**config.mk**
```make
export PLATFORM = sky130hd
export DESIGN_NAME = tswr_ram
export DESIGN_NICKNAME = d
export VERILOG_FILES = /design/src/rtl/tswr_ram.sv
export SDC_FILE = /design/constraint.sdc
export NUM_CORES = 1
export LEC_CHECK = 0
export BUFFER_PORTS_ARGS = -buffer_cell sky130_fd_sc_hd__buf_2
export CAP_MARGIN = 10
export CORE_MARGIN = 1
export CORE_UTILIZATION = 57
export CTS_CLUSTER_DIAMETER = 60
export DETAILED_ROUTE_END_ITERATION = 7
export GPL_TIMING_DRIVEN = 0
export PLACE_DENSITY = 0.73
export SLEW_MARGIN = 20
export SYNTH_ARGS = -nofsm -noshare
export SYNTH_HDL_FRONTEND = slang
export SYNTH_SLANG_ARGS = --single-unit
```
**constraint.sdc**
```tcl
create_clock -name clk -period 2.1 [get_ports clk]
set_input_delay 0.105 -clock clk [delete_from_list [all_inputs] [get_ports clk]]
set_output_delay 0.105 -clock clk [all_outputs]
set_load 0.1 [all_outputs]
```
**src/rtl/tswr_ram.sv**
```systemverilog
// generic single write port ram with registered read
module tswr_ram #(
	parameter int WIDTH = 8,
	parameter int DEPTH = 16
) (
	input  logic                     clk,
	input  logic                     we,
	input  logic [$clog2(DEPTH)-1:0] waddr,
	input  logic [WIDTH-1:0]         wdata,
	input  logic [$clog2(DEPTH)-1:0] raddr,
	output logic [WIDTH-1:0]         rdata
);
	logic [WIDTH-1:0] mem_q [DEPTH];

	always_ff @(posedge clk) begin
		if (we)
			mem_q[waddr] <= wdata;
		rdata <= mem_q[raddr];
	end
endmodule

```
==> results of run 1 <==
## sequential cells by signal, summed over array words and instances, names as in the netlist
register  cells
rdata         8
mem_q       128
## cell families (layout without fill, tap and decap cells)
group                  after synthesis  after routing
AND/OR/NAND/NOR                     35             35
multiplexers                        32             32
buffers and inverters               10             73
flip-flops                         136            136
AO/OA/AOI/OAI                       16             16
## layer usage
layer,GRT usage (%),wire [µm]
met1,32.4,3880
met2,33.7,4870
met3,4.84,842
met4,9.07,89
met5,0,0
## timing repair
action	in CTS	in global routing
buffers inserted	0	0
hold buffers	7	0
hold endpoints to repair	100	0
## cell type report
type	count	share of cell area, %
multi-input combinational	83	17.8
clock buffer	21	7.41
clock inverter	11	2.04
buffer	10	1.42
sequential	136	66.0
timing repair buffer	31	3.14
tap	108	2.23
## stage by stage
stage | hold WS [ps] | utilization, % | setup slack, ps
floorplan | 204 | - | 502
global placement | 503 | 62.0 | -3.85
finish | 11.5 | 69.6 | 697
global route | 8.17 | 69.6 | 640
detailed placement | 522 | 62.1 | 314
CTS | 1.70 | 69.5 | 679
## layout by cell type (no fill, tap or decap)
cell type	count
and2_1	1
nand2_1	9
clkbuf_8	3
buf_6	3
nor2b_1	1
dfxtp_1	8
clkinv_4	3
clkinv_2	3
clkdlybuf4s25_2	3
and2b_1	1
clkinvlp_4	3
clkbuf_1	2
mux4_1	14
nor3_2	4
nand3b_1	2
edfxtp_1	128
clkbuf_16	16
nand2b_1	2
buf_4	1
a22oi_1	16
dlygate4sd3_1	7
or3b_2	1
nand3_1	1
mux4_2	18
nor2_1	13
buf_2	27
bufinv_16	2
## final timing paths
| path | start | to | slack, ps | depth (start not counted) |
|---|---|---|---|---|
| max | mem_q[9][4]$_DFFE_PP_ | rdata[4]$_DFF_P_ | 700 | 3 |
| max reg2reg | mem_q[9][4]$_DFFE_PP_ | rdata[4]$_DFF_P_ | 700 | 3 |
| min | wdata[7] | mem_q[3][7]$_DFFE_PP_ | 10 | 1 |
| min reg2reg | mem_q[11][2]$_DFFE_PP_ | rdata[2]$_DFF_P_ | 680 | 3 |
## report_power, final
| group | internal, mW | leakage [nW] | total, mW | switching, mW |
|---|---|---|---|---|
| clock network | 1.75 | 0.274 | 2.81 | 1.06 |
| registers | 3.04 | 1.22 | 3.05 | 0.0146 |
| logic | 0.129 | 0.549 | 0.428 | 0.299 |
==> impl_metrics.json, run 1 <==
{
  "vdd_ir_drop_max_uv": 624,
  "period_minus_slack_ps": 1400,
  "total_power_mw": 6.29,
  "wl_mm": 9.68,
  "cp_cell_sequence": "mux4_1 -> a22oi_1 -> nand2_1",
  "hold_violations": 0,
  "drv_cap": 0,
  "leakage_nw": 2.05,
  "arrival_ps": 1790,
  "synth-xor-area-share_pct": 0,
  "muxShareOfSynthArea_pct": 15.0,
  "final_cell_count_no_fill": 400,
  "seqCellArea_um2": 4000,
  "fin_skew_ps": 8.78,
  "core_area_um2": 8720,
  "cts_tree": "yes",
  "crit_path_start_kind": "flip-flop",
  "dpl-instance-area_um2": 5420,
  "clock-root-buffer": "clkbuf_8",
  "portBuffers": 24,
  "synth_most_common_cell": "edfxtp_1",
  "ys_warn_count": 0,
  "rows": 34,
  "cts_sinks": 136,
  "yosysUniqueCellTypes": 19,
  "powerDensity_nw_per_um2": 1040,
  "setup_viol": 0,
  "fp.dieH_um": 97.0,
  "n_antenna_cell": 0,
  "netlist_area_um2": 5150,
  "multi_input_area_um2": 1080,
  "synth-seq-cells": 136,
  "nNetsFinal": 297,
  "vias_per_cell": 6.20,
  "clkTransAtPathRegs_ps": 60,
  "tns_ps": 0,
  "post-place-cells": 361,
  "finalCritPeriodShare_pct": 66.8,
  "antenna_found_initial": 0,
  "critPathMaxStageDelay_ps": 520,
  "nFillCells": 498,
  "ys_seq_area_share_pct": 77.8,
  "dp_hpwl_mm": 5.94,
  "drt-wirelength-per-cell_um": 24.2,
  "outcome": "complete, no violations",
  "cts_max_level": 4,
  "worst_pin_slew_ps": 831,
  "slowest_stage": "mux4_1",
  "first_global_vias": 2437,
  "grt_overflow_total": 0,
  "required_ps": 2480,
  "cp_top_family": "multiplexers",
  "synth-main-ff-cell": "edfxtp_1",
  "synth_top_cell_by_area": "edfxtp_1",
  "antenna_left": 0,
  "avgSynthCellArea_um2": 22.5,
  "initial_core_util_pct": 59.0,
  "syn_inst": 229,
  "route.detailed.drc": 0,
  "slew_headroom_pct": 44.4,
  "fin_area_um2": 6070,
  "crit_type": "reg2reg",
  "grt_max_degree": 17,
  "synth_simple_gate_area_share_pct": 3.18,
  "areaGrowthSynthToFinish_pct": 17.8,
  "drt_iter0_markers": 263,
  "synth_nets": 247,
  "synth_common_cells": "edfxtp_1 (128), mux4_2 (18), a22oi_1 (16), mux4_1 (14), nor2_1 (13)",
  "ios": 26,
  "synth_top_family_by_area": "multiplexers",
  "path_max_fanout": 1,
  "cts_resized": 0,
  "clk_latency_ps": 520,
  "grt_pass1_wl_mm": 14.5,
  "drv_slew": 0,
  "critPathBufInv": 0,
  "synth_adder_area_share_pct": 0,
  "track_usage_pct": 22.4,
  "die-area_um2": 9410,
  "synthArstFlopShare_pct": 0,
  "cts-buffers-inserted": 17,
  "fmax_mhz": 713,
  "cts_buffer_depth": 2,
  "synth.top_cell.area_share_pct": 74.7,
  "synth-compound-area-share_pct": 2.33,
  "route.vias.total": 2479,
  "synth_edf_count": 128,
  "drive_gt1_share_pct": 29.8,
  "synth.top_cells.by_area": "edfxtp_1 (75%), mux4_2 (7.9%), mux4_1 (7.1%), dfxtp_1 (3.1%), a22oi_1 (2.3%)",
  "rsz0062_at_grt": "no",
  "hp-class": "in2reg",
  "firstDrtPassIters": 4,
  "die_w_um": 97.0,
  "worstSetupEndpointType": "flip-flop",
  "place_congestion": 0.726
}
(Power assumes the default switching activity.)
==> run 2: changes to the inputs <==
Settings changed: ABC_AREA set to 1.
Clock period 2.1 ns to 1.45 ns, I/O delays scaled along.
==> impl_metrics.json, run 2 <==
{
  "cts-buffers-inserted": 17,
  "initial_core_util_pct": 59.0,
  "gr-usage-met3_pct": 6.17,
  "n_antenna_cell": 0,
  "worstSetupEndpointType": "primary output",
  "rr_startpoint": "mem_q[10][5]$_DFFE_PP_",
  "track_usage_pct": 28.2,
  "post-place-cells": 706,
  "yosysUniqueCellTypes": 12,
  "fmax_mhz": 755,
  "ios": 26,
  "synth_nets": 569,
  "r2r_cells": 6,
  "netlist_area_um2": 5770,
  "vias_per_cell": 5.37,
  "avgSynthCellArea_um2": 10.5,
  "portBuffers": 22,
  "post-route-util_pct": 68.5,
  "synthArstFlopShare_pct": 0,
  "clkTransAtPathRegs_ps": 60,
  "synth-main-ff-cell": "edfxtp_1",
  "drt_iter0_markers": 447,
  "cts_buffer_depth": 2,
  "holdPathEnd": "rdata[1]$_DFF_P_",
  "cp_cell_sequence": "buf_2",
  "synth-seq-cells": 136,
  "arrival_ps": 1250,
  "core_area_um2": 9770,
  "syn_inst": 551,
  "firstDrtPassIters": 5,
  "critPathMaxStageDelay_ps": 410,
  "crit_path_start": "rdata[7]$_DFF_P_",
  "max_flop_register": "mem_q",
  "hp-start": "raddr[3]",
  "hp-class": "in2reg",
  "ys_seq_area_share_pct": 69.4,
  "leakage_nw": 2.92,
  "fin_skew_ps": 5.34,
  "slowest_stage": "buf_2",
  "cts_sinks": 136,
  "fp.dieH_um": 103,
  "setup_viol": 0,
  "clock-root-buffer": "clkbuf_8",
  "finalCritPeriodShare_pct": 91.4,
  "drv_slew": 0,
  "antenna_left": 0,
  "final_cell_mix": "nand2_1 (173), edfxtp_1 (128), inv_1 (100)",
  "cts_resized": 0,
  "route.detailed.drc": 0,
  "drt-wirelength-per-cell_um": 18.0,
  "final_cell_count_no_fill": 747,
  "ys_warn_count": 0,
  "grt_pass1_wl_mm": 20.3,
  "drv_cap": 0,
  "nNetsFinal": 619,
  "rrSetupSlack_ps": 390,
  "rsz0062_at_grt": "no",
  "grt-busiest-layer": "met2",
  "cts_max_level": 4,
  "areaGrowthSynthToFinish_pct": 16.1,
  "dp_slack_ps": -181,
  "grt_use_met1_pct": 39.9,
  "first_global_vias": 3699,
  "drive_gt1_share_pct": 11.9,
  "period_minus_slack_ps": 1330,
  "nFillCells": 746,
  "crit_path_start_kind": "flip-flop",
  "cp_top_family": "buffers and inverters",
  "cts_tree": "yes",
  "critPathBufInv": 1,
  "synth_common_cells": "nand2_1 (173), edfxtp_1 (128), inv_1 (100), nand3_1 (97), nor2_1 (17)",
  "crit_type": "reg2out",
  "path_max_fanout": 1,
  "grt_use_met2_pct": 43.4,
  "grt_overflow_total": 0,
  "slew_headroom_pct": 34.0,
  "synth.top_cell.area_share_pct": 66.7,
  "worst_pin_slew_ps": 986,
  "crit_cells": 1,
  "clk_latency_ps": 530,
  "synth_top_cell_by_area": "edfxtp_1",
  "place_congestion": 0.866,
  "required_ps": 1380,
  "outcome": "complete, no violations",
  "rows": 36,
  "final_common_cell": "nand2_1",
  "antenna_found_initial": 0,
  "hold_depth": 3,
  "worst_slack_ps": 125,
  "reg_top3": "mem_q: 128 flops, rdata: 8 flops",
  "largest_reg_flops": 128,
  "synth.top_cells.by_area": "edfxtp_1 (67%), nand2_1 (11%), nand3_1 (8.4%), inv_1 (6.5%), dfxtp_1 (2.8%)",
  "die_w_um": 103,
  "wl_mm": 13.4,
  "route.vias.total": 4011,
  "dp_hpwl_mm": 8.52,
  "synth_edf_count": 128,
  "r2r-end": "rdata[5]$_DFF_P_",
  "hold_violations": 0,
  "grt_max_degree": 17,
  "vdd_ir_drop_max_uv": 893,
  "synth_most_common_cell": "nand2_1",
  "die-area_um2": 10500,
  "powerDensity_nw_per_um2": 1390
}
run 2: changes by cell type after synthesis, moves of 14 or more:
cell     delta
mux4_2     -18
a22oi_1    -16
nand3_1    +96
mux4_1     -14
inv_1     +100
nand2_1   +164
run 2: how the worst max path moves through the flow:
stage	end
2_1_floorplan	mem_q[10][0]$_DFFE_PP_
3_3_place_gp	mem_q[4][6]$_DFFE_PP_
3_5_place_dp	mem_q[4][7]$_DFFE_PP_
4_1_cts	rdata[4]
5_1_grt	rdata[4]
6_report	rdata[7]
run 2: worst reg2reg max path: cells and delay by family, from the launching register on:
family,cells,cell delay (ps)
simple gates,5,490
flops,1,370
buf+inv,1,80
run 2: metrics by stage:
stage | setup TNS (ps) | area (µm²) | hold slack, ps | power (mW)
2_1_floorplan | 0 | 5770 | 171 | 4.99
3_3_place_gp | -2310 | 6040 | 479 | 5.22
3_5_place_dp | -4460 | 6040 | 495 | 5.24
4_1_cts | 0 | 6690 | 13.0 | 9.28
5_1_grt | 0 | 6690 | 37.9 | 9.50
6_report | 0 | 6690 | 30.2 | 9.30
run 2: what timing repair did:
action,in CTS,in global routing
endpoints found under the hold margin,133,0
hold buffers,9,0
setup buffers,0,0
setup endpoints to repair,0,0
run 2: final cells by class:
type                       instances  area [µm²]  share of cell area (%)
multi-input combinational        289        1210                    18.1
inverter                         102         383                    5.72
clock inverter                    11         130                    1.94
tap                              133         166                    2.49
buffer                            24         166                    2.49
timing repair buffer              31         200                    2.99
clock buffer                      21         429                    6.41
sequential                       136        4000                    59.8
run 2: cell families (layout without fill, tap and decap cells):
group                  after synthesis  in the layout  share of synthesized area [%]
buffers and inverters              126            189                           9.52
AND/OR/NAND/NOR                    289            289                           21.0
flip-flops                         136            136                           69.4
run 2: power by group:
part / switching (mW) / internal (mW) / total [mW]
registers: 0.0210 / 4.40 / 4.42
clock network: 1.52 / 2.59 / 4.11
logic: 0.586 / 0.185 / 0.771
run 2: per-layer routing:
layer	vias up	part of all wire (%)	wire length, µm
met5	-	0	0
met4	0	1.5	199
met3	21	10	1350
met2	234	47	6350
met1	1878	41	5540
li1	1878	-	-
==> run 3: changes to the inputs <==
Settings changed: PLACE_DENSITY 0.73 to 0.75.
==> impl_metrics.json, run 3 (synthesis gave the netlist of run 2 again) <==
{
  "critPathMaxStageDelay_ps": 410,
  "final_cell_mix": "nand2_1 (173), edfxtp_1 (128), inv_1 (100)",
  "max_flop_register": "mem_q",
  "antenna_found_initial": 0,
  "clock-root-buffer": "clkbuf_8",
  "fin_area_um2": 6730,
  "initial_core_util_pct": 59.0,
  "drv_slew": 0,
  "rows": 36,
  "setup_viol": 0,
  "slowest_stage": "buf_2",
  "required_ps": 1380,
  "cp_top_family": "buffers and inverters",
  "critPathBufInv": 1,
  "postCtsSetupBuffers": 0,
  "cts_tree": "yes",
  "grt_pass1_wl_mm": 20.5,
  "rsz0062_at_grt": "no",
  "fin_skew_ps": 3.43,
  "leakage_nw": 2.95,
  "clkTransAtPathRegs_ps": 60,
  "drv_cap": 0,
  "outcome": "complete, no violations",
  "cts_sinks": 136,
  "core_area_um2": 9770,
  "reg_top3": "mem_q: 128 flops, rdata: 8 flops",
  "cts_resized": 0,
  "clk_latency_ps": 520,
  "hold_violations": 0,
  "route.vias.total": 3918,
  "rrSetupSlack_ps": 410,
  "portBuffers": 22,
  "nNetsFinal": 619,
  "crit_type": "reg2out",
  "firstDrtPassIters": 6,
  "areaGrowthSynthToFinish_pct": 16.7,
  "place_congestion": 0.863,
  "period_minus_slack_ps": 1310,
  "vias_per_cell": 5.24,
  "fmax_mhz": 763,
  "die_w_um": 103,
  "final_common_cell": "nand2_1",
  "largest_reg_flops": 128,
  "grt_overflow_total": 0,
  "dp_hpwl_mm": 8.55,
  "n_antenna_cell": 0,
  "first_global_vias": 3791,
  "cp_cell_sequence": "buf_2",
  "cts_buffer_depth": 2,
  "finalCritPeriodShare_pct": 90.4,
  "grt_max_degree": 17,
  "drt_iter0_markers": 474,
  "fp.dieH_um": 103,
  "route.detailed.drc": 0,
  "drive_gt1_share_pct": 12.9,
  "vdd_ir_drop_max_uv": 925,
  "total_power_mw": 9.33,
  "nFillCells": 738,
  "ios": 26,
  "cts_max_level": 4,
  "track_usage_pct": 28.7,
  "worst_pin_slew_ps": 966,
  "slew_headroom_pct": 35.3,
  "crit_path_start_kind": "flip-flop",
  "dpl-instance-area_um2": 6040,
  "postCtsHoldBufs": 9,
  "antenna_left": 0,
  "path_max_fanout": 1,
  "hp-class": "in2reg",
  "powerDensity_nw_per_um2": 1390,
  "arrival_ps": 1240,
  "cts-buffers-inserted": 17,
  "die-area_um2": 10500,
  "wl_mm": 13.5,
  "drt-wirelength-per-cell_um": 18.1,
  "worstSetupEndpointType": "primary output"
}
run 3: changes by cell type in the layout (fill, tap and decap cells not counted), sizes merged:
cell and delta:
clkinv -1, bufinv -3, clkbuf +2, inv +2
run 3: routing by layer:
layer | wire length [µm] | track usage (%) | up-vias
met3 | 1400 | 7.12 | 21
met1 | 5430 | 38.3 | 1799
li1 | - | - | 1877
met5 | 0 | 0 | -
met2 | 6420 | 44.6 | 221
met4 | 290 | 13.4 | 0
run 3: stage by stage:
stage / hold WS, ps / std cells / TNS, ps / utilization, % / setup WS (ps)
6_report: 27.6 / 747 / 0 / 68.8 / 139
2_1_floorplan: 171 / 551 / 0 / - / 427
5_1_grt: 41.6 / 747 / 0 / 68.8 / 79.6
4_1_cts: 7.97 / 747 / 0 / 68.8 / 122
3_5_place_dp: 494 / 706 / -3310 / 61.8 / -130
3_3_place_gp: 483 / 706 / -2610 / 61.8 / -139
run 3: path summary, 6_finish.rpt:
| kind | from | to | cells past startpoint |
|---|---|---|---|
| setup / recovery | rdata[5]$_DFF_P_ | rdata[5] | 1 |
| hold / removal | raddr[3] | rdata[1]$_DFF_P_ | 3 |
| setup reg to reg | mem_q[5][1]$_DFFE_PP_ | rdata[1]$_DFF_P_ | 6 |
| hold reg to reg | mem_q[7][2]$_DFFE_PP_ | rdata[2]$_DFF_P_ | 6 |
run 3: tightest hold or removal path: stages:
cell and delay [ps]:
buf_1 220, nand3_1 150, nand2_1 60
run 3: final cells by class:
cell class,count,area [µm²],area share (%)
clock buffers,23,542,8.05
plain buffers,24,166,2.47
repair buffers,31,200,2.98
clock inverters,9,53.8,0.800
inverters,102,383,5.69
multi-input cells,289,1210,18.0
well taps,133,166,2.47
flip-flops and latches,136,4000,59.5
run 3: report_power, final:
group	internal [mW]	switching (mW)	total [mW]
logic	0.184	0.586	0.770
registers	4.40	0.0206	4.42
clock network	2.59	1.55	4.15
total	7.17	2.16	9.33
